### config.mk
export PLATFORM = sky130hd
export DESIGN_NAME = idea_ram
export DESIGN_NICKNAME = d
export VERILOG_FILES = /design/src/sv/idea_ram.sv
export SDC_FILE = /design/constraint.sdc
export NUM_CORES = 1
export LEC_CHECK = 0
export BUFFER_PORTS_ARGS = -buffer_cell sky130_fd_sc_hd__buf_4
export CORE_MARGIN = 1
export CORE_UTILIZATION = 60
export DETAILED_ROUTE_END_ITERATION = 16
export GPL_TIMING_DRIVEN = 1
export PLACE_DENSITY = 0.84
export SLEW_MARGIN = 20
export SYNTH_ARGS = -nofsm -noshare
export SYNTH_HDL_FRONTEND = slang
export SYNTH_SLANG_ARGS = --single-unit
### constraint.sdc
create_clock -name aclk -period 2.85 [get_ports aclk]
set_input_delay 0.1425 -clock aclk [delete_from_list [all_inputs] [get_ports aclk]]
set_output_delay 0.1425 -clock aclk [all_outputs]
set_load 0.02 [all_outputs]
### src/sv/idea_ram.sv
// ----------------------------------------------------------------------------
// idea_ram
// Generic simple dual-port RAM, one write port, one registered read port
// ----------------------------------------------------------------------------
module idea_ram #(
    parameter int WIDTH = 16,
    parameter int DEPTH = 52
) (
    input  logic                     aclk,
    input  logic                     we,
    input  logic [$clog2(DEPTH)-1:0] waddr,
    input  logic [WIDTH-1:0]         wdata,
    input  logic [$clog2(DEPTH)-1:0] raddr,
    output logic [WIDTH-1:0]         rdata
);

    logic [WIDTH-1:0] mem [DEPTH];

    // write and registered read
    always_ff @(posedge aclk) begin
        if (we) begin
            mem[waddr] <= wdata;
        end
        rdata <= mem[raddr];
    end

endmodule

### Word level (Yosys, flattened, before mapping)

Memory sizes are Yosys's and may differ from the RTL's. A register that Yosys moved wholly into a read port is not among the register bits.
Cells that the tools add are included.

* bits in registers: 0
* bits in latches: 0
* bits in writable memories: 832
* memory bits (read-only): 0
* input port bits: 30
* logic and storage cells: 3
* memories: 1

* add/sub/neg operators: 0
* multiply operators: 0
* div/mod/pow operators: 0
* magnitude comparators: 0
* equality and inequality tests: 0
* shifts and indexed selects: 0
* mux-type cells: 2
* bitwise logic cells: 0
* reductions and logical operators: 0

Memory list
* mem: words 52, width 16, read ports 1, clocked after Yosys merged registers in 1, wr ports 1, line 17 `logic [WIDTH-1:0] mem [DEPTH];`

Operators with widths (number)
* 1-bit two-way mux: 2

### Logic depth before layout (Yosys ltp)

Gate-level depths: netlist (run 1).

* word-level depth: 2
* gate-level depth with buffers: 9

### Least setup slack after synthesis (run 1)

OpenSTA, ideal clock, no wires.

* path kind: input to register
* start: input waddr[5]
* end: memory mem[32][0], enable pin
* library setup time: 0.409 ns
* data arrival time: 1.673 ns
* data required time: 2.441 ns
* path slack: 0.768 ns
* stages on the path: 3
* path buffers: 1
* cells stage by stage: clkbuf_1 nand4b_1 nor3_1

RTL lines
* from (decl): line 11 `input logic [$clog2(DEPTH)-1:0] waddr,`
* to (decl): line 17

Straight into the memory's write port.

==> results of run 1 <==
sequential cells by signal, indices dropped and copies added, names as in the netlist:
register and cells:
rdata 16, mem 832
cell families (layout without fill, tap and decap cells):
kind of cell | count (synthesis) | in the layout | synth area share
simple gates | 149 | 149 | 0.0219
flops | 848 | 848 | 0.781
mux | 261 | 261 | 0.165
buf+inv | 79 | 294 | 0.0149
compound gates | 81 | 81 | 0.0168
cell usage after synthesis (7+ instances only):
| library cell | instances |
|---|---|
| edfxtp_1 | 832 |
| mux4_2 | 217 |
| nor2_1 | 69 |
| clkbuf_1 | 32 |
| mux2i_1 | 31 |
| o22ai_1 | 30 |
| nand2_1 | 21 |
| dfxtp_1 | 16 |
| buf_2 | 15 |
| nor2b_1 | 15 |
| mux2_2 | 13 |
| nor4_1 | 13 |
| a21o_1 | 11 |
| buf_4 | 11 |
| buf_1 | 8 |
| buf_6 | 8 |
| o21ai_0 | 8 |
| o21ai_1 | 8 |
| a211oi_1 | 7 |
routing by layer:
layer / vias to the layer above / track usage
met1: 8360 / 0.406
met5: - / 0
met4: 0 / 0.119
met3: 210 / 0.0689
li1: 6291 / -
met2: 1375 / 0.483
stage by stage:
step                      instance area [um2]  total power [uW]
after global routing                    36800             27100
after CTS                               36800             26600
after detailed placement                33900             15400
after floorplan                         32400             14800
final                                   36800             26500
after global placement                  33900             15400
final cells by class:
| class | instances | area share |
|---|---|---|
| tap | 688 | 0.0234 |
| timing repair buffer | 143 | 0.0319 |
| multi-input combinational | 491 | 0.180 |
| sequential | 848 | 0.688 |
| clock inverter | 42 | 0.0144 |
| clock buffer | 109 | 0.0622 |
worst min-delay path by stage:
| stage | from | end | slack, ps | cells after the start |
|---|---|---|---|---|
| final | wdata[15] | mem[21][15] | 20 | 1 |
| after global routing | wdata[15] | mem[20][15] | 30 | 1 |
| after CTS | wdata[10] | mem[23][10] | 20 | 1 |
| after detailed placement | rdata[13] | rdata[13] | 560 | 1 |
| after global placement | rdata[7] | rdata[7] | 570 | 1 |
| after floorplan | wdata[0] | mem[0][0] | 240 | 0 |
critical path, cell delays in order (launching register included):
cell,delay [ps]
edfxtp_1,380
mux4_2,470
mux4_2,510
nor2_1,450
nor4_1,180
buf_4,170
a21o_1,140
power breakdown:
| group | internal [uW] | total (uW) | switching [uW] |
|---|---|---|---|
| clock | 6670 | 11300 | 4650 |
| combinational | 526 | 1360 | 832 |
| sequential | 13800 | 13800 | 48.7 |
| total | 21000 | 26500 | 5530 |
==> results_dict.tcl, run 1 <==
set metrics [dict create \
    ios 46 \
    routabilityCongestion 0.825 \
    setup_tns_ps 0 \
    final_cell_mix "edfxtp_1, mux4_2, buf_4" \
    cp-start-kind "register" \
    dieArea_um2 54900 \
    hp-class "input pin to register" \
    drtIter0Drc 2678 \
    relSlewSlack 0.539 \
    drc_errors 0 \
    fmax_mhz 419 \
    layout.cells.non_filler 2321 \
    met1_length_mm 27.0 \
    synth_seq_area_share 0.781 \
    nets 1596 \
    numCtsBuffers 82 \
    root_buffer "clkbuf_16" \
    yosysUniqueCellTypes 37 \
    status "complete, no violations" \
    fin_crit_ps 2380 \
    antenna_found_initial 2 \
    viasPerCell 7.00 \
    insertion_delay_ps 640 \
    synth_edf_count 832 \
    setup_ws_ps 466 \
    hpwlAfterDp_mm 42.8 \
    cts.htree.levels 3 \
    multi_input_area_um2 6610 \
    core-area_um2 53000 \
    yosysTopAreaCell "edfxtp_1" \
    cts_num_sinks 848 \
    ir_drop_v 0.000568 \
    setup_violations 0 \
    grt_pass1_vias 16600 \
    required_ps 3390 \
    crit_type "register to register" \
    grt_max_degree 60 \
    pre_cts_slack_ps 113 \
    p_leak_uw 0.0118 \
    finalCritPeriodShare 0.837 \
    cts_buffer_depth 3 \
    endpoint "rdata[0]" \
    grt_pass1_wl_mm 114 \
    routed-wl-met3_mm 9.62 \
    area_growth_pct 13.5 \
    ys.flop_type "edfxtp_1" \
    cp_max_fo 1 \
    post-cts-setup-buffer-count 0 \
    dr.pass1.iters 7 \
    initial_core_util 0.611 \
    top_layer_used "met4" \
    hold_viol 0 \
    drive_gt1_frac 0.302 \
    slew_violations 0 \
    fp.dieW_um 234 \
    max-cap-violations 0 \
    reg2reg_to "rdata[0]" \
    synth_top_area_frac 0.771 \
    cts_tree "yes" \
    fillers 2907 \
    grt_setup_unrepaired "false" \
    synth_area_leaders "edfxtp_1, mux4_2, dfxtp_1" \
    portBuffers 45 \
    postSynth.asyncResetShare 0 \
    final_common_cell "edfxtp_1" \
    wl_per_cell_um 33.9 \
    skew_ps 31.1 \
    worst_pin_slew_ps 692 \
    avgSynthCellArea_um2 22.8 \
    whs_ps 19.8 \
    cp.arrival_ps 2930 \
    reg2reg_from "mem[22][0]" \
    register_area_um2 25300 \
    reg2reg_slack_ps 470 \
    place_inst 2168 \
    crit_start "mem[22][0]" \
    clk_pin_slew_ps 70 \
    ys_warn_count 0 \
    synth_nets 1448 \
    core.rowCount 84 \
    cts_resized 0 \
    drt_wl_total_mm 78.6 \
    die_y_um 234 \
    fin_util 0.694 \
    synth_area_um2 32400 \
    num_antenna_cells 0 \
    reg2regPathDepth 6 \
    power.density_nw_per_um2 722 \
    overflow 0 \
    antenna_left 0 \
    groute.usage.overall 0.301 \
    ys_ff_latch 848 \
    cp-end-kind "register" \
    holdBufCountCts 2 \
    via_count 16200 \
    synthCells 1418 \
    wl_met2_mm 38.8 \
]
Power figures use the tool's default switching activity.
==> run 2, diff against run 1 <==
==> constraint.sdc (replaced) <==
create_clock -name aclk -period 2.4 [get_ports aclk]
set_input_delay 0.12 -clock aclk [delete_from_list [all_inputs] [get_ports aclk]]
set_output_delay 0.12 -clock aclk [all_outputs]
set_load 0.02 [all_outputs]
==> results_dict.tcl, run 2 (synthesis results as in run 1) <==
set metrics [dict create \
    status "complete, no violations" \
    p_sw_frac 0.209 \
    finalCritPeriodShare 0.944 \
    area_growth_pct 13.7 \
    core-area_um2 53000 \
    power.switching_uw 6410 \
    power.density_nw_per_um2 834 \
    relSlewSlack 0.381 \
    clk_pin_slew_ps 60 \
    pre_cts_slack_ps -0.940 \
    grt_setup_unrepaired "false" \
    reg2reg_from "mem[18][5]" \
    clkPwrFrac 0.410 \
    numCtsBuffers 82 \
    drive_gt1_frac 0.307 \
    cp.arrival_ps 2770 \
    fp.dieW_um 234 \
    crit_type "register to register" \
    max-cap-violations 0 \
    die_y_um 234 \
    insertion_delay_ps 620 \
    overflow 0 \
    num_antenna_cells 0 \
    fin_crit_ps 2270 \
    cts_buffer_depth 3 \
    reg_top3 "mem: 832 flops, rdata: 16 flops" \
    grt_pass1_wl_mm 114 \
    hold_viol 0 \
    cts_num_sinks 848 \
    skew_ps 24.6 \
    p_leak_uw 0.0118 \
    hp-class "input pin to register" \
    whs_endpoint "mem[35][12]" \
    nets 1622 \
    reg2reg_to "rdata[5]" \
    root_buffer "clkbuf_16" \
    grt_pass1_vias 16700 \
    hpwlAfterDp_mm 44.5 \
    largest_reg_flops 832 \
    initial_core_util 0.611 \
    antenna_left 0 \
    required_ps 2910 \
    ios 46 \
    cts_resized 0 \
    drc_errors 0 \
    grt_max_degree 53 \
    final_common_cell "edfxtp_1" \
    cp-end-kind "register" \
    drt_wl_total_mm 79.1 \
    routabilityCongestion 0.862 \
    power_frac_comb 0.054 \
    min-delay-start "wdata[12]" \
    via_count 16300 \
    ir_drop_v 0.000663 \
    cts_tree "yes" \
    reg2reg_slack_ps 130 \
    power_uw 30700 \
    cts.htree.levels 3 \
    cp_max_fo 1 \
    whs_path_depth 1 \
    portBuffers 45 \
    crit_start "mem[18][5]" \
    drtIter0Drc 2381 \
    seqPwrFrac 0.535 \
    dieArea_um2 54900 \
    largest-register "mem" \
    fin_area_um2 36800 \
    setup_violations 0 \
    viasPerCell 6.97 \
    reg2regPathDepth 5 \
    cp-start-kind "register" \
    worst_pin_slew_ps 920 \
    core.rowCount 84 \
    placed_cell_area_um2 34200 \
    groute.usage.overall 0.300 \
    fmax_mhz 441 \
    p_int_uw 24300 \
    wl_per_cell_um 33.8 \
    final_cell_mix "edfxtp_1, mux4_2, buf_4" \
    fillers 2970 \
    slew_violations 0 \
    antenna_found_initial 3 \
    setup_ws_ps 134 \
    dr.pass1.iters 5 \
]
==> run 2: cell types whose count changed in the layout (fill, tap and decap cells not counted), sizes merged <==
cell,previous run,this run
bufinv,11,7
clkinvlp,0,1
inv,3,4
dlygate4sd3,2,6
clkinv,28,22
buf,141,163
==> run 2: timing repair <==
action	in CTS	in global routing
endpoints found under the hold margin	52	0
hold buffers	6	0
buffers inserted	0	0
==> run 2: how the worst max path moves through the flow <==
stage	slack, ps	endpoint
floorplan	340	mem[32][0]
detailed placement	-0.9	rdata[5]
CTS	250	rdata[5]
finish	130	rdata[5]
global placement	50	rdata[5]
global route	130	rdata[6]
==> run 2: routing by layer <==
| metal | up-vias | part of all wire | global-route usage |
|---|---|---|---|
| li1 | 6350 | - | - |
| met1 | 8437 | 0.34 | 0.397 |
| met2 | 1291 | 0.50 | 0.492 |
| met3 | 227 | 0.12 | 0.0661 |
| met4 | 4 | 0.043 | 0.121 |
| met5 | - | 0.00039 | 0 |
==> run 2: area by class of cell <==
class                           instances  area [um2]  share of cell area
Sequential cell                       848       25300               0.687
Tap cell                              688         861              0.0234
Timing Repair Buffer                  169        1450              0.0395
Multi-Input combinational cell        491        6610               0.179
Clock buffer                          109        2220              0.0602
Clock inverter                         34         377              0.0102
==> run 2: worst max-delay path, stage by stage (launching register included) <==
cell      delay [ps]
edfxtp_1         380
mux4_2           510
mux4_2           540
nor2_1           440
nor4_1           120
a21o_1           170
==> run 2: per-stage QoR <==
step,hold slack (ps),cells,TNS [ps],utilization
after detailed placement,533,2190,-0.940,0.645
after floorplan,219,1418,0,-
after CTS,2.41,2339,0,0.695
final,11.0,2339,0,0.695
after global placement,534,2190,0,0.645
after global routing,11.7,2339,0,0.695
==> run 2: power groups by stage <==
stage | Sequential [uW] | Combinational, uW | Clock, uW
6_report | 16400 | 1670 | 12600
5_1_grt | 16400 | 1730 | 13200
4_1_cts | 16400 | 1650 | 12700
3_3_place_gp | 16700 | 1550 | 0
2_1_floorplan | 16800 | 841 | 0
3_5_place_dp | 16800 | 1620 | 0
