===== config.mk =====
export PLATFORM = sky130hd
export DESIGN_NAME = idea_round_unit
export DESIGN_NICKNAME = d
export VERILOG_FILES = /design/src/sv/idea_pkg.sv /design/src/sv/idea_round_unit.sv
export SDC_FILE = /design/constraint.sdc
export NUM_CORES = 2
export LEC_CHECK = 0
export ABC_AREA = 0
export BUFFER_PORTS_ARGS = -buffer_cell sky130_fd_sc_hd__buf_4
export CAP_MARGIN = 20
export CORE_AREA = 2 2 316 349
export DETAILED_ROUTE_END_ITERATION = 8
export DIE_AREA = 0 0 318 351
export GPL_TIMING_DRIVEN = 0
export HOLD_SLACK_MARGIN = 0.12
export PLACE_DENSITY = 0.6
export REMOVE_ABC_BUFFERS = 1
export SYNTH_ARGS = -nofsm -noshare
export SYNTH_HDL_FRONTEND = slang
export SYNTH_SLANG_ARGS = --single-unit

===== constraint.sdc =====
create_clock -name aclk -period 42.6 [get_ports aclk]
set_clock_uncertainty 0.15 [all_clocks]
set_input_delay 2.13 -clock aclk [delete_from_list [all_inputs] [get_ports aclk]]
set_output_delay 2.13 -clock aclk [all_outputs]
set_load 0.005 [all_outputs]

===== src/sv/idea_pkg.sv =====
// ----------------------------------------------------------------------------
// idea_pkg
// Shared constants, state types and the mod 65537 multiply for IDEA decryption
// ----------------------------------------------------------------------------
package idea_pkg;

    localparam int ROUNDS_DEFAULT = 8;
    localparam int WORD_W         = 16;
    localparam int BLOCK_W        = 64;
    localparam int KEY_W          = 128;
    localparam int CFG_INDEX_W    = 2;
    localparam int INV_STEPS      = 16;

    // register indexes
    localparam logic [CFG_INDEX_W-1:0] REG_KEY_HIGH = 2'd0;
    localparam logic [CFG_INDEX_W-1:0] REG_KEY_LOW  = 2'd1;

    // position of a subkey within its round
    localparam logic [2:0] OP_MUL_A = 3'd0;
    localparam logic [2:0] OP_ADD_B = 3'd1;
    localparam logic [2:0] OP_ADD_C = 3'd2;
    localparam logic [2:0] OP_MUL_D = 3'd3;
    localparam logic [2:0] OP_MA_P  = 3'd4;
    localparam logic [2:0] OP_MA_T  = 3'd5;

    typedef enum logic [1:0] {
        SC_LOAD,
        SC_INV,
        SC_DONE
    } sched_state_t;

    typedef enum logic [1:0] {
        RU_IDLE,
        RU_RUN,
        RU_HOLD
    } round_state_t;

    // multiply mod 65537, the value 0 stands for 65536
    function automatic logic [WORD_W-1:0] mul16(input logic [WORD_W-1:0] a,
                                                input logic [WORD_W-1:0] b);
        logic [2*WORD_W-1:0] p;
        logic [WORD_W-1:0]   lo;
        logic [WORD_W-1:0]   hi;
        logic [WORD_W-1:0]   r;
        p  = a * b;
        lo = p[WORD_W-1:0];
        hi = p[2*WORD_W-1:WORD_W];
        if (a == '0) begin
            r = 16'd1 - b;
        end else if (b == '0) begin
            r = 16'd1 - a;
        end else begin
            r = lo - hi + {15'd0, (lo < hi)};
        end
        return r;
    endfunction

endpackage


===== src/sv/idea_round_unit.sv =====
// ----------------------------------------------------------------------------
// idea_round_unit
// Runs the rounds and output transform, one subkey from the table per cycle
// ----------------------------------------------------------------------------
module idea_round_unit #(
    parameter int ROUNDS = idea_pkg::ROUNDS_DEFAULT,
    parameter int AW     = $clog2(6 * ROUNDS + 4)
) (
    input  logic                         aclk,
    input  logic                         aresetn,
    input  logic                         sched_ready,
    input  logic                         s_valid,
    output logic                         s_ready,
    input  logic [idea_pkg::BLOCK_W-1:0] s_block_in,
    output logic                         m_valid,
    input  logic                         m_ready,
    output logic [idea_pkg::BLOCK_W-1:0] m_block_out,
    output logic [AW-1:0]                tab_raddr,
    input  logic [idea_pkg::WORD_W-1:0]  tab_rdata
);

    localparam int NK = 6 * ROUNDS + 4;
    localparam int CW = $clog2(NK + 1);
    localparam logic [CW-1:0] NK_C    = CW'(NK);
    localparam logic [CW-1:0] TRANS_C = CW'(6 * ROUNDS);

    idea_pkg::round_state_t state_reg, state_next;
    logic [CW-1:0]               iss_reg;
    logic [2:0]                  iss_m_reg;
    logic                        v_reg;
    logic [2:0]                  m_reg;
    logic                        tr_reg;
    logic [idea_pkg::WORD_W-1:0] x0_reg, x1_reg, x2_reg, x3_reg, p_reg;
    logic                        out_valid_reg;
    logic [idea_pkg::BLOCK_W-1:0] out_reg;

    logic                        accept;
    logic                        issue;
    logic                        last_op;
    logic                        out_load;
    logic [idea_pkg::WORD_W-1:0] q, t, u;

    assign accept  = s_valid && s_ready;
    assign last_op = v_reg && tr_reg && (m_reg == idea_pkg::OP_MUL_D);

    // next state
    always_comb begin
        state_next = state_reg;
        case (state_reg)
            idea_pkg::RU_IDLE: if (accept)  state_next = idea_pkg::RU_RUN;
            idea_pkg::RU_RUN:  if (last_op) state_next = idea_pkg::RU_HOLD;
            idea_pkg::RU_HOLD: if (!out_valid_reg || m_ready) state_next = idea_pkg::RU_IDLE;
            default:           state_next = idea_pkg::RU_IDLE;
        endcase
    end

    // outputs of the sequencer
    always_comb begin
        s_ready  = 1'b0;
        issue    = 1'b0;
        out_load = 1'b0;
        case (state_reg)
            idea_pkg::RU_IDLE: s_ready  = sched_ready;
            idea_pkg::RU_RUN:  issue    = (iss_reg < NK_C);
            idea_pkg::RU_HOLD: out_load = !out_valid_reg || m_ready;
            default:           s_ready  = 1'b0;
        endcase
    end

    assign tab_raddr = iss_reg[AW-1:0];

    // MA structure second half
    assign q = (x1_reg ^ x3_reg) + p_reg;
    assign t = idea_pkg::mul16(q, tab_rdata);
    assign u = p_reg + t;

    // control registers
    always_ff @(posedge aclk) begin
        if (!aresetn) begin
            state_reg     <= idea_pkg::RU_IDLE;
            iss_reg       <= '0;
            iss_m_reg     <= '0;
            v_reg         <= 1'b0;
            out_valid_reg <= 1'b0;
        end else begin
            state_reg <= state_next;
            v_reg     <= issue;
            if (accept) begin
                iss_reg   <= '0;
                iss_m_reg <= '0;
            end else if (issue) begin
                iss_reg   <= iss_reg + CW'(1);
                iss_m_reg <= (iss_m_reg == idea_pkg::OP_MA_T) ? 3'd0 : iss_m_reg + 3'd1;
            end
            if (out_load) begin
                out_valid_reg <= 1'b1;
            end else if (m_ready) begin
                out_valid_reg <= 1'b0;
            end
        end
    end

    // round datapath, one subkey per cycle
    always_ff @(posedge aclk) begin
        m_reg  <= iss_m_reg;
        tr_reg <= (iss_reg >= TRANS_C);
        if (accept) begin
            x0_reg <= s_block_in[63:48];
            x1_reg <= s_block_in[47:32];
            x2_reg <= s_block_in[31:16];
            x3_reg <= s_block_in[15:0];
        end else if (v_reg && !tr_reg) begin
            case (m_reg)
                idea_pkg::OP_MUL_A: x0_reg <= idea_pkg::mul16(x0_reg, tab_rdata);
                idea_pkg::OP_ADD_B: x1_reg <= x1_reg + tab_rdata;
                idea_pkg::OP_ADD_C: x2_reg <= x2_reg + tab_rdata;
                idea_pkg::OP_MUL_D: x3_reg <= idea_pkg::mul16(x3_reg, tab_rdata);
                idea_pkg::OP_MA_P:  p_reg  <= idea_pkg::mul16(x0_reg ^ x2_reg, tab_rdata);
                idea_pkg::OP_MA_T: begin
                    x0_reg <= x0_reg ^ t;
                    x1_reg <= x2_reg ^ t;
                    x2_reg <= x1_reg ^ u;
                    x3_reg <= x3_reg ^ u;
                end
                default: p_reg <= p_reg;
            endcase
        end else if (v_reg) begin
            // output transform, middle words swapped back at the output
            case (m_reg)
                idea_pkg::OP_MUL_A: x0_reg <= idea_pkg::mul16(x0_reg, tab_rdata);
                idea_pkg::OP_ADD_B: x2_reg <= x2_reg + tab_rdata;
                idea_pkg::OP_ADD_C: x1_reg <= x1_reg + tab_rdata;
                idea_pkg::OP_MUL_D: x3_reg <= idea_pkg::mul16(x3_reg, tab_rdata);
                default:            p_reg  <= p_reg;
            endcase
        end
        if (out_load) begin
            out_reg <= {x0_reg, x2_reg, x1_reg, x3_reg};
        end
    end

    assign m_valid     = out_valid_reg;
    assign m_block_out = out_reg;

    // checks
    a_issue_range: assert property (@(posedge aclk) disable iff (!aresetn)
        issue |-> (iss_reg < NK_C))
        else $error("subkey read past the table");
    a_no_accept_busy: assert property (@(posedge aclk) disable iff (!aresetn)
        s_ready |-> (state_reg == idea_pkg::RU_IDLE) && !v_reg)
        else $error("input taken while a block is in flight");
    a_hold_after_last: assert property (@(posedge aclk) disable iff (!aresetn)
        last_op |=> (state_reg == idea_pkg::RU_HOLD))
        else $error("finished block not held for output");

endmodule


-- After elaboration in Yosys (flattened, before gate mapping)
Cells that the tools add are included.
- output and inout port bits: 72
- logic and storage cells: 130
- register bits: 161
- equal/unequal tests: 13
- add/sub/neg operators: 19
- bitwise operators: 8
- reductions and logical operators: 29
- order comparisons: 6
- multipliers: 4
- muxes and demuxes: 38
- operators by type and width (cell ; number):
    two-way mux 16 bit ; 24
    multiplier 16 x 16 -> 32 bit ; 4
    case mux 16 bit (2 select lines) ; 4
    XOR 16 bit ; 6
    logical NOT 16 bit ; 5
    subtractor 1 x 16 -> 16 bit, first input constant ; 5
    adder 16 x 1 -> 16 bit ; 4
    adder 16 bit ; 4
    < comparator 16 bit ; 4
    subtractor 16 bit ; 4
    nonzero test 3 bit ; 7
    AND reduction 3 bit ; 6
    equality test 3 bit, second input constant ; 3
    inequality test 4 x 2 -> 1 bit, second input constant ; 2
    adder 6 x 1 -> 6 bit, second input constant ; 1
    equality test 3 x 2 -> 1 bit, second input constant ; 2
    greater-or-equal comparator 6 bit, second input constant ; 1
    < comparator 6 bit, second input constant ; 1
    two-way mux 2 bit ; 3
    inequality test 2 bit, second input constant ; 3
    case mux 2 bit (3 select lines) ; 1
    two-way mux 1 bit ; 5
    logical AND 1 bit ; 4
    adder 3 x 1 -> 3 bit, second input constant ; 1
    11 further kinds ; 13

-- Depth between registers and ports, before layout
- depth in word-level cells: 12
- mapped depth: 68
- gate-level depth less buffers: 65

-- Worst setup path after synthesis
OpenSTA, ideal clock, no wires.
- path kind: register to register
- start: reg x3_reg[0] (netlist name)
- end: reg x3_reg[15] (netlist name) (data pin)
- required time: 42185 ps
- data arrival time: 14081 ps
- slack: 28104 ps
- stages on the path, launching flop included: 62
- period minus slack after synthesis: 14496 ps
- path through: edfxtp_1 > clkbuf_1 > xor2_1 > ha_1 > fa_1 > a211oi_2 > o21bai_1 > a2111o_1 > a41oi_2 > o211a_1 > or3_1 > clkbuf_1 > clkbuf_1 > nand2_1 > fa_1 > fa_1 > inv_1 > fa_1 > [... 26 more ...] > nor2b_1 > o311a_1 > o21ai_0 > o21bai_1 > xnor2_1 > nor2_1 > a21oi_1 > mux2i_4 > ha_1 > nand3_1 > nand2_1 > a41oi_1 > nor4b_1 > o311a_1 > o21ai_1 > or3b_2 > o211ai_1 > nor3_1
- longest elaborated chain between the ends: 12
- RTL lines (what ; RTL line ; text):
    start: declaration ; idea_round_unit.sv:33 ; logic [idea_pkg::WORD_W-1:0] x0_reg, x1_reg, x2_reg, x3_reg, p_reg;
    start signal: assignment ; idea_round_unit.sv:111 ; x3_reg <= s_block_in[15:0];
    start signal: assignment ; idea_round_unit.sv:117 ; idea_pkg::OP_MUL_D: x3_reg <= idea_pkg::mul16(x3_reg, tab_rdata);
    start signal: assignment ; idea_round_unit.sv:123 ; x3_reg <= x3_reg ^ u;
    XOR 16 bit ; idea_round_unit.sv:73 ; assign q = (x1_reg ^ x3_reg) + p_reg;
    adder 16 bit ; idea_round_unit.sv:73 ;
    multiplier 16 x 16 -> 32 bit ; idea_pkg.sv:45 ; p = a * b;
    subtractor 16 bit / < comparator 16 bit (equally long branches) ; idea_pkg.sv:53 ; r = lo - hi + {15'd0, (lo < hi)};
    adder 16 x 1 -> 16 bit ; idea_pkg.sv:53 ;
    two-way mux 16 bit ; idea_pkg.sv:50 ; end else if (b == '0) begin
    two-way mux 16 bit ; idea_pkg.sv:48 ; if (a == '0) begin
    adder 16 bit ; idea_round_unit.sv:75 ; assign u = p_reg + t;
    XOR 16 bit ; idea_round_unit.sv:123 ;
    case mux 16 bit (2 select lines) ; idea_round_unit.sv:113 ; case (m_reg)
    two-way mux 16 bit * ; idea_round_unit.sv:112 ; end else if (v_reg && !tr_reg) begin
    two-way mux 16 bit * ; idea_round_unit.sv:107 ; if (accept) begin
Every way passes the cells marked *; elsewhere a longest branch is shown, timed or not. The select of a mux whose other input is x is not followed.
A chain may end at the register's enable or synchronous reset.

-- Worst setup path after layout
- start: reg x3_reg[1] (netlist name)
- end: reg x3_reg[15] (netlist name) (data pin)
Same word-level chain as after synthesis.

==> results.cfg <==
[status]
status = finished, final reports clean

[clock_tree]
cts_tree = yes
insertion_delay_ns = 0.54
postCtsHoldBufs = 0
cts_root_buf = clkbuf_16
cts_setup_buffers = 0
clock_path_buffers = 2
ctsResizeCount = 0
cts_buffers = 17
clkSinkCount = 161
clkTransAtPathRegs_ns = 0.09
htreeDepth = 4

[yosys]
yosys_warnings = 0
async_flop_share = 0
ys.flop_type = edfxtp_1
yosysSeqAreaShare = 0.0926
synth_top_cell_area_share = 0.323
synthTopCellsByArea = fa_1 32%, ha_1 15%, edfxtp_1 8.6%
yosysTopAreaCell = fa_1
synth_cell_types = 82
syn_area_sq_mm = 0.0504
synthCells = 5867
ys_ff_latch = 161
avgSynthCellArea_sq_um = 8.58
synth-edff-count = 144

[global_routing]
grt_pass1_wl_um = 241000
grt_pass1_vias = 42000
grt-ovfl-total = 0
antenna_found_initial = 4
grt_usage = 0.283
grt_max_degree = 73

[placement]
placed_area_sq_mm = 0.0535
port_buffers = 156
globalplace.congestion = 0.966
dp_hpwl_um = 117000

[worst_setup_path]
critPathTopFamily = compound AO/OA/AOI/OAI gates
arrival_ns = 17.19
regToRegStartpoint = x3_reg[1]
cpMostUsedCell = fa_1
crit_fanout = 21
worstSetupPathType = reg -> reg
worstPathRequired_ns = 42.73
startpoint_type = flop
worst-path-buf-inv = 6
r2r_slack_ns = 25.54
critPathMaxStageDelay_ns = 1.02
r2r-end = x3_reg[15]
cp_slowest_cell = edfxtp_1
rr_worst_depth = 56
worst_setup_path_end_kind = flop

[cells_and_area]
largest_register_ffs = 64
multi_input_area_sq_mm = 0.0409
drive_gt1_frac = 0.0577
area_delta_synth_final_pct = 7.82
utilization = 0.502
fin_nets = 7335
layout_common_cells = 1067 x inv_1, 859 x nand2_1, 812 x fa_1, 608 x ha_1, 357 x and2_1
finalInstanceArea_sq_mm = 0.0543
fillCellCount = 10400
ff_latch_area_sq_mm = 0.00466
final_common_cell = inv_1

[floorplan]
die_h_um = 351
row_count = 127
die_area_sq_mm = 0.112
ioPinCount = 157
coreArea_sq_mm = 0.108
die_x_um = 318
initial_utilization = 0.465

[detailed_routing]
wl_um = 154000
dr.pass1.iters = 6
first_iter_violations = 2954
vias = 40400
vias_per_cell = 5.56
drc_errors = 0
final_antenna_net_count = 0
wl_per_cell_um = 21.2

[worst_hold_path]
hold_path_class = reg -> reg
min_delay_worst_endpoint = m_reg[0]
hold_depth = 0
min-delay-start = iss_m_reg[0]

[sta]
setup_viol = 0
rsz0062_at_grt = no
slew_headroom = 0.194
finalSetupTns_ns = 0
tightest_slew_ns = 1.20
finalCritPeriodShare = 0.400
clock.fmax_ghz = 0.0586
finalMaxSlewViolations = 0
period_needed_ns = 17.06
hold_violations = 0

[run]
drv_cap = 0
==> synth_stat cells (all sizes together) (8+ instances only) <==
library cell / n
nand4: 21
nand2: 861
a211oi: 41
nand3: 40
nor2: 248
a31oi: 32
o22ai: 12
a21boi: 19
a41oi: 8
clkbuf: 250
o21ai: 185
and2: 359
inv: 1067
mux2i: 11
xor2: 165
nand3b: 12
buf: 24
nor3b: 9
dfxtp: 17
o31ai: 19
nor4: 24
and3: 14
o41ai: 10
a21oi: 199
or4: 12
ha: 608
a2111oi: 8
edfxtp: 144
fa: 812
or3: 29
o21a: 18
nand2b: 42
nor2b: 38
nor3: 77
o21bai: 31
xnor2: 195
a221oi: 9
o211ai: 41
or2: 15
a21o: 60
==> worst register-to-register path, delay by kind of cell (launching register included) <==
kind            cells  cell delay [ns]
simple gates       15             3.52
compound gates     20             5.90
buf+inv             6             0.38
fa+ha+maj          13             5.38
flops               1             1.02
xor+xnor            2             0.47
==> metrics by stage <==
stage | hold WS (ns) | setup slack, ns | instances
2_1_floorplan | 0.210 | 27.89 | 5593
3_3_place_gp | 0.217 | 24.15 | 7168
3_5_place_dp | 0.225 | 25.66 | 7224
4_1_cts | 0.236 | 25.55 | 7256
5_1_grt | 0.250 | 24.68 | 7262
6_report | 0.237 | 25.54 | 7266
==> cell families (layout without fill, tap and decap cells) <==
family          Yosys count  count (layout)  synth area share
simple gates           1817            1817             0.170
fa+ha+maj              1420            1420             0.474
buf+inv                1341            1317             0.100
compound gates          750             750            0.0951
xor+xnor                361             361            0.0632
flops                   161             161            0.0926
mux                      17              17           0.00524
other cells               0               4                 0
==> per-layer routing <==
layer / GRT usage / part of all wire / vias up
met1: 0.365 / 0.42 / 20400
met2: 0.480 / 0.48 / 1304
met4: 0.105 / 0.038 / 0
li1: - / - / 18400
met3: 0.0437 / 0.067 / 258
met5: 0 / 0 / -
==> layout make-up <==
class / instances / area share
Clock buffer: 17 / 0.00783
Timing Repair Buffer: 218 / 0.0427
Inverter: 1067 / 0.0738
Clock inverter: 15 / 0.00401
Tap cell: 1419 / 0.0327
Sequential cell: 161 / 0.0859
Multi-Input combinational cell: 4365 / 0.753
Antenna cell: 4 / 0.000184
==> worst max-delay path by stage <==
stage | start | to | slack (ns) | cells past startpoint
final | x3_reg[1] | x3_reg[15] | 25.54 | 56
after global placement | x3_reg[1] | x2_reg[13] | 24.15 | 57
after detailed placement | x3_reg[0] | x3_reg[15] | 25.66 | 56
after CTS | x3_reg[0] | x3_reg[15] | 25.55 | 56
after global routing | x3_reg[1] | x3_reg[15] | 24.68 | 58
after floorplan | x3_reg[1] | x3_reg[15] | 27.89 | 57
Power is left out: the tool's default activity adds up to more than one toggle a clock period on the data nets, which glitch-free logic cannot reach.
