==> config.mk <==
export PLATFORM = sky130hd
export DESIGN_NAME = idea_key_sched
export DESIGN_NICKNAME = d
export VERILOG_FILES = /design/src/sv/idea_pkg.sv /design/src/sv/idea_key_sched.sv
export SDC_FILE = /design/constraint.sdc
export NUM_CORES = 2
export LEC_CHECK = 0
export BUFFER_PORTS_ARGS = -buffer_cell sky130_fd_sc_hd__buf_2
export CAP_MARGIN = 0
export CELL_PAD_IN_SITES_DETAIL_PLACEMENT = 1
export CELL_PAD_IN_SITES_GLOBAL_PLACEMENT = 2
export CORE_UTILIZATION = 45
export CTS_CLUSTER_SIZE = 16
export DETAILED_ROUTE_END_ITERATION = 10
export MAX_ROUTING_LAYER = met4
export PLACE_DENSITY = 0.93
export SYNTH_ARGS = -nofsm -noshare
export SYNTH_HDL_FRONTEND = slang
export SYNTH_SLANG_ARGS = --single-unit
==> constraint.sdc <==
create_clock -name aclk -period 20.1 [get_ports aclk]
set_clock_uncertainty 0.15 [all_clocks]
set_input_delay 3.015 -clock aclk [delete_from_list [all_inputs] [get_ports aclk]]
set_output_delay 3.015 -clock aclk [all_outputs]
set_load 0.1 [all_outputs]
==> src/sv/idea_pkg.sv <==
// ----------------------------------------------------------------------------
// idea_pkg
// Shared constants, state types and the mod 65537 multiply for IDEA decryption
// ----------------------------------------------------------------------------
package idea_pkg;

    localparam int ROUNDS_DEFAULT = 8;
    localparam int WORD_W         = 16;
    localparam int BLOCK_W        = 64;
    localparam int KEY_W          = 128;
    localparam int CFG_INDEX_W    = 2;
    localparam int INV_STEPS      = 16;

    // register indexes
    localparam logic [CFG_INDEX_W-1:0] REG_KEY_HIGH = 2'd0;
    localparam logic [CFG_INDEX_W-1:0] REG_KEY_LOW  = 2'd1;

    // position of a subkey within its round
    localparam logic [2:0] OP_MUL_A = 3'd0;
    localparam logic [2:0] OP_ADD_B = 3'd1;
    localparam logic [2:0] OP_ADD_C = 3'd2;
    localparam logic [2:0] OP_MUL_D = 3'd3;
    localparam logic [2:0] OP_MA_P  = 3'd4;
    localparam logic [2:0] OP_MA_T  = 3'd5;

    typedef enum logic [1:0] {
        SC_LOAD,
        SC_INV,
        SC_DONE
    } sched_state_t;

    typedef enum logic [1:0] {
        RU_IDLE,
        RU_RUN,
        RU_HOLD
    } round_state_t;

    // multiply mod 65537, the value 0 stands for 65536
    function automatic logic [WORD_W-1:0] mul16(input logic [WORD_W-1:0] a,
                                                input logic [WORD_W-1:0] b);
        logic [2*WORD_W-1:0] p;
        logic [WORD_W-1:0]   lo;
        logic [WORD_W-1:0]   hi;
        logic [WORD_W-1:0]   r;
        p  = a * b;
        lo = p[WORD_W-1:0];
        hi = p[2*WORD_W-1:WORD_W];
        if (a == '0) begin
            r = 16'd1 - b;
        end else if (b == '0) begin
            r = 16'd1 - a;
        end else begin
            r = lo - hi + {15'd0, (lo < hi)};
        end
        return r;
    endfunction

endpackage

==> src/sv/idea_key_sched.sv <==
// ----------------------------------------------------------------------------
// idea_key_sched
// Holds the key and rebuilds the decryption subkey table after each key write
// ----------------------------------------------------------------------------
module idea_key_sched #(
    parameter int ROUNDS = idea_pkg::ROUNDS_DEFAULT,
    parameter int AW     = $clog2(6 * ROUNDS + 4)
) (
    input  logic                               aclk,
    input  logic                               aresetn,
    input  logic                               cfg_we,
    input  logic [idea_pkg::CFG_INDEX_W-1:0]   cfg_index,
    input  logic [idea_pkg::BLOCK_W-1:0]       cfg_wdata,
    output logic                               tab_we,
    output logic [AW-1:0]                      tab_waddr,
    output logic [idea_pkg::WORD_W-1:0]        tab_wdata,
    output logic                               sched_ready
);

    localparam logic [3:0] LAST_ROUND = 4'(ROUNDS);

    idea_pkg::sched_state_t state_reg, state_next;
    logic [idea_pkg::KEY_W-1:0]  key_reg;
    logic [3:0]                  r_reg;
    logic [2:0]                  m_reg;
    logic [AW-1:0]               w_reg;
    logic [3:0]                  it_reg;
    logic [idea_pkg::WORD_W-1:0] acc_reg, base_reg;

    logic                        key_wr;
    logic [3:0]                  rr;
    logic [5:0]                  b;
    logic [5:0]                  src;
    logic                        outer;
    logic [6:0]                  ofs;
    logic [2*idea_pkg::KEY_W-1:0] rot;
    logic [idea_pkg::WORD_W-1:0] ek;
    logic                        need_inv;
    logic                        need_neg;
    logic                        last_entry;
    logic                        advance;

    assign key_wr = cfg_we && (cfg_index == idea_pkg::REG_KEY_HIGH ||
                               cfg_index == idea_pkg::REG_KEY_LOW);

    // source subkey index for the current table entry
    assign rr    = LAST_ROUND - r_reg;
    assign b     = {rr, 2'b00} + {1'b0, rr, 1'b0};
    assign outer = (r_reg == 4'd0) || (r_reg == LAST_ROUND);

    always_comb begin
        case (m_reg)
            idea_pkg::OP_MUL_A: src = b;
            idea_pkg::OP_ADD_B: src = outer ? b + 6'd1 : b + 6'd2;
            idea_pkg::OP_ADD_C: src = outer ? b + 6'd2 : b + 6'd1;
            idea_pkg::OP_MUL_D: src = b + 6'd3;
            idea_pkg::OP_MA_P:  src = b - 6'd2;
            default:            src = b - 6'd1;
        endcase
    end

    // encryption subkey: key rotated by 25 bits per group of eight words
    assign ofs = 7'({4'd0, src[5:3]} * 7'd25) + {src[2:0], 4'd0};
    assign rot = {key_reg, key_reg} << ofs;
    assign ek  = rot[2*idea_pkg::KEY_W-1 -: idea_pkg::WORD_W];

    assign need_inv   = (m_reg == idea_pkg::OP_MUL_A) || (m_reg == idea_pkg::OP_MUL_D);
    assign need_neg   = (m_reg == idea_pkg::OP_ADD_B) || (m_reg == idea_pkg::OP_ADD_C);
    assign last_entry = (r_reg == LAST_ROUND) && (m_reg == idea_pkg::OP_MUL_D);

    // next state
    always_comb begin
        state_next = state_reg;
        case (state_reg)
            idea_pkg::SC_LOAD: begin
                if (need_inv) begin
                    state_next = idea_pkg::SC_INV;
                end else if (last_entry) begin
                    state_next = idea_pkg::SC_DONE;
                end
            end
            idea_pkg::SC_INV: begin
                if (it_reg == 4'(idea_pkg::INV_STEPS - 1)) begin
                    state_next = last_entry ? idea_pkg::SC_DONE : idea_pkg::SC_LOAD;
                end
            end
            idea_pkg::SC_DONE: state_next = idea_pkg::SC_DONE;
            default:           state_next = idea_pkg::SC_LOAD;
        endcase
        if (key_wr) begin
            state_next = idea_pkg::SC_LOAD;
        end
    end

    // table write port
    always_comb begin
        tab_we    = 1'b0;
        tab_wdata = ek;
        advance   = 1'b0;
        case (state_reg)
            idea_pkg::SC_LOAD: begin
                if (!need_inv) begin
                    tab_we    = 1'b1;
                    tab_wdata = need_neg ? 16'd0 - ek : ek;
                    advance   = 1'b1;
                end
            end
            idea_pkg::SC_INV: begin
                if (it_reg == 4'(idea_pkg::INV_STEPS - 1)) begin
                    tab_we    = 1'b1;
                    tab_wdata = idea_pkg::mul16(acc_reg, base_reg);
                    advance   = 1'b1;
                end
            end
            default: begin
                tab_we = 1'b0;
            end
        endcase
        if (key_wr) begin
            tab_we  = 1'b0;
            advance = 1'b0;
        end
    end

    assign tab_waddr   = w_reg;
    assign sched_ready = (state_reg == idea_pkg::SC_DONE);

    // key, entry counters and exponentiation registers
    always_ff @(posedge aclk) begin
        if (!aresetn) begin
            state_reg <= idea_pkg::SC_LOAD;
            key_reg   <= '0;
            r_reg     <= '0;
            m_reg     <= '0;
            w_reg     <= '0;
            it_reg    <= '0;
        end else begin
            state_reg <= state_next;
            if (key_wr) begin
                if (cfg_index == idea_pkg::REG_KEY_HIGH) begin
                    key_reg[idea_pkg::KEY_W-1 -: idea_pkg::BLOCK_W] <= cfg_wdata;
                end else begin
                    key_reg[idea_pkg::BLOCK_W-1:0] <= cfg_wdata;
                end
                r_reg  <= '0;
                m_reg  <= '0;
                w_reg  <= '0;
                it_reg <= '0;
            end else begin
                if (state_reg == idea_pkg::SC_INV) begin
                    it_reg <= it_reg + 4'd1;
                end else begin
                    it_reg <= '0;
                end
                if (advance) begin
                    w_reg <= w_reg + AW'(1);
                    if (m_reg == idea_pkg::OP_MA_T) begin
                        m_reg <= '0;
                        r_reg <= r_reg + 4'd1;
                    end else begin
                        m_reg <= m_reg + 3'd1;
                    end
                end
            end
        end
    end

    // a^65535 by repeated squaring, every exponent bit is one
    always_ff @(posedge aclk) begin
        if (state_reg == idea_pkg::SC_LOAD) begin
            acc_reg  <= 16'd1;
            base_reg <= ek;
        end else begin
            acc_reg  <= idea_pkg::mul16(acc_reg, base_reg);
            base_reg <= idea_pkg::mul16(base_reg, base_reg);
        end
    end

    // checks
    a_no_write_done: assert property (@(posedge aclk) disable iff (!aresetn)
        (state_reg == idea_pkg::SC_DONE) |-> !tab_we)
        else $error("table written after schedule finished");
    a_key_restarts: assert property (@(posedge aclk) disable iff (!aresetn)
        key_wr |=> (state_reg == idea_pkg::SC_LOAD) && (w_reg == '0))
        else $error("key write did not restart the schedule");
    a_inv_steps: assert property (@(posedge aclk) disable iff (!aresetn)
        (state_reg == idea_pkg::SC_INV && it_reg != 4'd0 && !$past(key_wr))
            |-> $past(state_reg == idea_pkg::SC_INV))
        else $error("exponentiation step count broken");

endmodule

# After elaboration in Yosys (flattened, before gate mapping)
# Index checks and enable logic that the tools add are counted.
op_classes:
  mux: 21
  div_mod_pow: 0
  n_reduce_logical: 18
  eq_ne: 12
  shift: 1
  bitwise: 3
  magnitude_cmp: 2
  n_addsub: 19
  mul: 3
op_table:
  columns: ["op", "count"]
  rows:
  - ["<< shifter 256 x 7 -> 256 bit", 1]
  - ["two-way mux 16 bit", 7]
  - ["multiplier 16 x 16 -> 32 bit", 2]
  - ["subtractor 1 x 16 -> 16 bit (first input constant)", 3]
  - ["adder 16 x 1 -> 16 bit", 2]
  - ["zero test 16 bit", 2]
  - ["< comparator 16 bit", 2]
  - ["one-hot mux 16 bit (2 select lines)", 1]
  - ["subtractor 16 bit", 2]
  - ["one-hot mux 6 bit (5 select lines)", 1]
  - ["adder 6 x 1 -> 6 bit (second input constant)", 2]
  - ["adder 6 x 2 -> 6 bit (second input constant)", 2]
  - ["two-way mux 6 bit", 2]
  - ["adder 4 x 1 -> 4 bit (second input constant)", 2]
  - ["== test 4 bit (second input constant)", 2]
  - ["two-way mux 2 bit", 4]
  - ["AND reduction 2 bit", 4]
  - ["adder 7 bit", 1]
  - ["multiplier 3 x 5 -> 7 bit (second input constant)", 1]
  - ["adder 6 x 5 -> 6 bit", 1]
  - ["== test 3 x 2 -> 1 bit (second input constant)", 2]
  - ["== test 3 bit (second input constant)", 2]
  - ["one-hot mux 2 bit (3 select lines)", 1]
  - ["subtractor 6 x 1 -> 6 bit (second input constant)", 1]
  - ["19 further kinds", 29]
word_totals:
  output_inout_bits: 24
  rom_bits: 0
  n_memories: 0
  input_bits: 69
  ff_bits: 179
  latchBits: 0
  ramBits: 0
  elab_cells: 88

# Longest topological paths before layout
logic_depth:
  ltp_word: 12
  mapped_depth: 53
  mapped_depth_nobuf: 51

# Worst setup path before layout
# No wires, ideal clock.
synth_path:
  path_kind: "register to output"
  startpoint: "register acc_reg[10] in the netlist's numbering"
  endpoint: "output tab_wdata[15] in the netlist's numbering"
  slack_ns: 4.996
  path_buffers: 2
  path_stages_with_launch: 46
  arrival_ns: 11.939
  cell_sequence: "dfxtp_1 > clkbuf_1 > clkbuf_1 > nand2_1 > fa_1 > fa_1 > fa_1 > fa_1 > inv_1 > fa_1 > inv_1 > fa_1 > inv_1 > ha_1 > a21oi_1 > nor2_1 > a21oi_1 > nand3_1 > (+10 left out) > o21ai_0 > ha_1 > inv_1 > ha_1 > a21o_1 > a21oi_1 > o21bai_1 > a21oi_1 > o21bai_1 > a221oi_1 > a211oi_1 > a21boi_0 > o21bai_1 > mux2i_1 > o21ai_0 > a31oi_1 > nor2_1 > a311oi_1"
synth_via:
  elab_chain_len: 7
  word_cells_on_any_way: 10
  cone_classes: "3 x add/sub; 1 x mul; 1 x order compare; 4 x mux; 1 x reduce/logical"
synth_rtl:
  columns: ["item", "line", "text"]
  rows:
  - ["start: declaration", "idea_key_sched.sv:28", "logic [idea_pkg::WORD_W-1:0] acc_reg, base_reg;"]
  - ["start signal: assignment", "idea_key_sched.sv:174", "acc_reg <= idea_pkg::mul16(acc_reg, base_reg);"]
  - ["multiplier 16 x 16 -> 32 bit", "idea_pkg.sv:45", "p = a * b;"]
  - ["subtractor 16 bit / < comparator 16 bit (equally long branches)", "idea_pkg.sv:53", "r = lo - hi + {15'd0, (lo < hi)};"]
  - ["adder 16 x 1 -> 16 bit", "idea_pkg.sv:53", null]
  - ["two-way mux 16 bit", "idea_pkg.sv:50", "end else if (b == '0) begin"]
  - ["two-way mux 16 bit (*)", "idea_pkg.sv:48", "if (a == '0) begin"]
  - ["two-way mux 16 bit (*)", "idea_key_sched.sv:109", "if (it_reg == 4'(idea_pkg::INV_STEPS - 1)) begin"]
  - ["one-hot mux 16 bit (2 select lines) (*)", "idea_key_sched.sv:100", "case (state_reg)"]
  - ["end: declaration", "idea_key_sched.sv:16", "output logic [idea_pkg::WORD_W-1:0] tab_wdata,"]
# Mark *: on every way between the ends. The rest lies on a longest branch, timed or not.

# Worst setup path in the final report
layout_path:
  startpoint: "register base_reg[14] in the netlist's numbering"
  endpoint: "output tab_wdata[15] in the netlist's numbering"
layout_via:
  elab_chain_len: 7
  word_cells_on_any_way: 10
  cone_classes: "3 x add/sub; 1 x mul; 1 x order compare; 4 x mux; 1 x reduce/logical"
layout_rtl:
  columns: ["item", "line", "text"]
  rows:
  - ["start: declaration", "idea_key_sched.sv:28", null]
  - ["start signal: assignment", "idea_key_sched.sv:172", "base_reg <= ek;"]
  - ["start signal: assignment", "idea_key_sched.sv:175", "base_reg <= idea_pkg::mul16(base_reg, base_reg);"]
  - ["multiplier 16 x 16 -> 32 bit", "idea_pkg.sv:45", null]
  - ["subtractor 16 bit / < comparator 16 bit (equally long branches)", "idea_pkg.sv:53", null]
  - ["adder 16 x 1 -> 16 bit", "idea_pkg.sv:53", null]
  - ["two-way mux 16 bit", "idea_pkg.sv:50", null]
  - ["two-way mux 16 bit (*)", "idea_pkg.sv:48", null]
  - ["two-way mux 16 bit (*)", "idea_key_sched.sv:109", null]
  - ["one-hot mux 16 bit (2 select lines) (*)", "idea_key_sched.sv:100", null]
# Marked as above.

==> flow_summary_export.csv <==
group,metric,value,unit
status,outcome,"completed",
worst_setup_path,crit_path_start_kind,"flip-flop",
clock_tree,clockBufferDepth,2,
clock_tree,htree_levels,4,
floorplanning,design.die.area,71400,um^2
placement,place.gp.congestion,0.929,
worst_setup_path,crit_fanout,18,
logic_synthesis,ys_types,81,
worst_setup_path,worst-path-stages,44,
worst_setup_path,cp_common_cell,"fa_1",
drt,drt-total-wl,97.9,mm
worst_setup_path,slowest_delay,860,ps
timing,period_share,0.766,
floorplanning,fp.coreArea,69100,um^2
drt,ant_nets,0,
timing,finalMaxSlewViolations,0,
floorplanning,die_w,267,um
worst_setup_path,slowest_stage,"dfxtp_1",
clock_tree,clk_latency,480,ps
placement,dp.cells,4470,
final_layout,final_cell_count_no_fill,4503,
timing,fin_ws,4700,ps
drt,drtIter0Drc,1535,
final_layout,drive_above_1_share,0.0700,
worst_setup_path,r2r_slack,7460,ps
worst_setup_path,required,16940,ps
drt,num_vias,25674,
timing,max_freq,0.0649,GHz
floorplanning,die_h,267,um
clock_tree,root_buffer,"clkbuf_16",
logic_synthesis,synth_seq_cells,179,
clock_tree,cts_setup_buffers,0,
clock_tree,cts_tree,"done",
grt,grt_overflow,0,
clock_tree,cts.clk_slew.worst_paths,80,ps
worst_setup_path,r2r_cells,46,
worst_setup_path,r2r-start,"base_reg[10]",
grt,grt_antenna_before_repair,1,
placement,io_buffers,92,
drt,via_per_inst,5.70,
drt,drt-pass1-iter-count,6,
timing,tns,0,ps
worst_setup_path,criticalPathCategory,"reg2out",
logic_synthesis,postSynthAreaPerCell,8.76,um^2
grt,track_usage,0.290,
worst_setup_path,endpoint,"tab_wdata[15]",
floorplanning,std_cell_rows,96,
logic_synthesis,synth_edf_count,1,
logic_synthesis,ys.warnings.count,0,
clock_tree,ctsResizeCount,0,
logic_synthesis,mappedNetlistArea,31600,um^2
drt,wl_per_cell,21.7,um
worst_setup_path,end_kind,"output pin",
clock_tree,hold_buffers,0,
placement,dpl.hpwl,77.7,mm
min_path,worstHoldPathType,"reg2reg",
worst_setup_path,critPathTopFamily,"compound AO/OA/AOI/OAI gates",
flow_run,cap_violations,0,
logic_synthesis,ys_seq_area_frac,0.114,
worst_setup_path,crit_buf_inv,7,
grt,grt_pass1_vias,28127,
timing,worstMarginPinSlew,1140,ps
worst_setup_path,r2r_end,"base_reg[14]",
logic_synthesis,syn-num-nets,4340,
clock_tree,cts.sinks,179,
final_layout,syn_to_final_growth,5.22,%
grt,grt_pass1_wl,157,mm
floorplanning,start_util,0.458,
timing,setup_viol,0,
logic_synthesis,syn_inst,3614,
floorplanning,io_pins,93,
worst_setup_path,arrival,12240,ps
drt,route.detailed.drc,0,
placement,place_area,32700,um^2
placement,dp_slack,5200,ps
logic_synthesis,synth-async-reset-ratio,0,
timing,timing_hold_violations_final,0,
final_layout,largest_register_ffs,128,
clock_tree,cts_inserted_buffers,17,
final_layout,final_cell_area,33300,um^2
grt,grt_max_degree,119,
timing,rsz0062_at_grt,"false",
timing,relSlewSlack,0.240,
timing,finalCriticalPeriod,15400,ps
final_layout,nets,4284,
worst_setup_path,critPathLaunch,"base_reg[14]",
logic_synthesis,ys.flop_type,"dfxtp_1",
==> synth_stat cells (10+ instances only) <==
master | number | area share
buf_2 | 35 | 0.0055
o211ai_1 | 20 | 0.0047
nor2b_1 | 18 | 0.0036
xnor2_1 | 77 | 0.021
o21ai_0 | 56 | 0.0089
mux2i_1 | 394 | 0.12
nor2_1 | 139 | 0.016
nor3_1 | 33 | 0.0052
a22o_1 | 28 | 0.0077
and2_1 | 174 | 0.034
o22ai_1 | 12 | 0.0024
a221oi_1 | 26 | 0.0072
xor2_1 | 52 | 0.014
fa_1 | 376 | 0.24
or3_1 | 16 | 0.0032
a21boi_0 | 132 | 0.031
ha_1 | 281 | 0.11
a22oi_1 | 15 | 0.0036
nand2b_1 | 15 | 0.0030
o21bai_1 | 13 | 0.0031
dfxtp_1 | 178 | 0.11
a21oi_1 | 86 | 0.014
mux4_2 | 37 | 0.026
o221ai_2 | 10 | 0.0047
and3_1 | 10 | 0.0020
inv_1 | 483 | 0.057
a21o_1 | 17 | 0.0040
buf_6 | 14 | 0.0050
nand2_1 | 528 | 0.063
clkbuf_1 | 158 | 0.019
a211oi_1 | 10 | 0.0024
nand3_1 | 26 | 0.0041
==> stage by stage <==
step / util / hold slack [ps]
6_report: 0.482 / 322
5_1_grt: 0.482 / 334
4_1_cts: 0.482 / 321
3_5_place_dp: 0.474 / 310
3_3_place_gp: 0.474 / 284
2_1_floorplan: - / 268
==> cell usage in the layout, fill, tap and decap left out, drive strengths merged, types with 7 or more instances in the layout <==
| cell | n |
|---|---|
| a31oi | 8 |
| buf | 140 |
| a211oi | 11 |
| o221ai | 15 |
| nand3 | 27 |
| nand4 | 10 |
| a22o | 28 |
| o21bai | 13 |
| or3 | 16 |
| nor3 | 34 |
| and3 | 10 |
| a22oi | 18 |
| a221oi | 26 |
| o21a | 9 |
| dfxtp | 178 |
| clkinv | 10 |
| nor2 | 140 |
| inv | 488 |
| ha | 281 |
| mux2i | 394 |
| a31o | 8 |
| xnor2 | 77 |
| o31ai | 9 |
| a21boi | 134 |
| a21oi | 86 |
| or2 | 8 |
| nand2 | 528 |
| o21ai | 61 |
| mux4 | 37 |
| nor2b | 18 |
| o22ai | 12 |
| fa | 376 |
| a21o | 17 |
| nor4 | 7 |
| and2 | 174 |
| nand2b | 15 |
| clkbuf | 21 |
| o211ai | 20 |
| a211o | 8 |
| xor2 | 53 |
==> how the worst min path moves through the flow <==
stage                 to  depth (start not counted)       from
3_3_place_gp   it_reg[0]                          1  it_reg[0]
3_5_place_dp   it_reg[0]                          1  it_reg[0]
5_1_grt        it_reg[0]                          1  it_reg[0]
2_1_floorplan  it_reg[0]                          1  it_reg[0]
4_1_cts        it_reg[0]                          1  it_reg[0]
6_report       it_reg[0]                          1  it_reg[0]
==> layout make-up <==
class                   instances  area, um^2
diodes                          1        2.50
clock buffers                  21         470
fillers                      8170       35800
flip-flops and latches        179        3590
inverters                     488        1830
repair buffers                140         833
clock inverters                11        95.1
well taps                     931        1160
multi-input cells            2732       25300
==> layer usage <==
| layer | vias to the layer above | GRT usage | share of wire |
|---|---|---|---|
| li1 | 11798 | - | - |
| met1 | 13061 | 0.351 | 0.42 |
| met2 | 640 | 0.507 | 0.51 |
| met3 | 175 | 0.0241 | 0.038 |
| met4 | 0 | 0.0934 | 0.032 |
| met5 | - | - | 0 |
==> kinds of logic after synthesis <==
group,count (synthesis),share of synthesized area
flip-flops,179,0.114
XOR/XNOR,130,0.0362
multiplexers,433,0.152
buffers and inverters,703,0.0888
AO/OA/AOI/OAI,503,0.114
adder cells (fa/ha/maj),657,0.349
AND/OR/NAND/NOR,1009,0.147
Power is not shown: default switching activity piles up to over one toggle a cycle in this logic, so the estimate is an artifact.
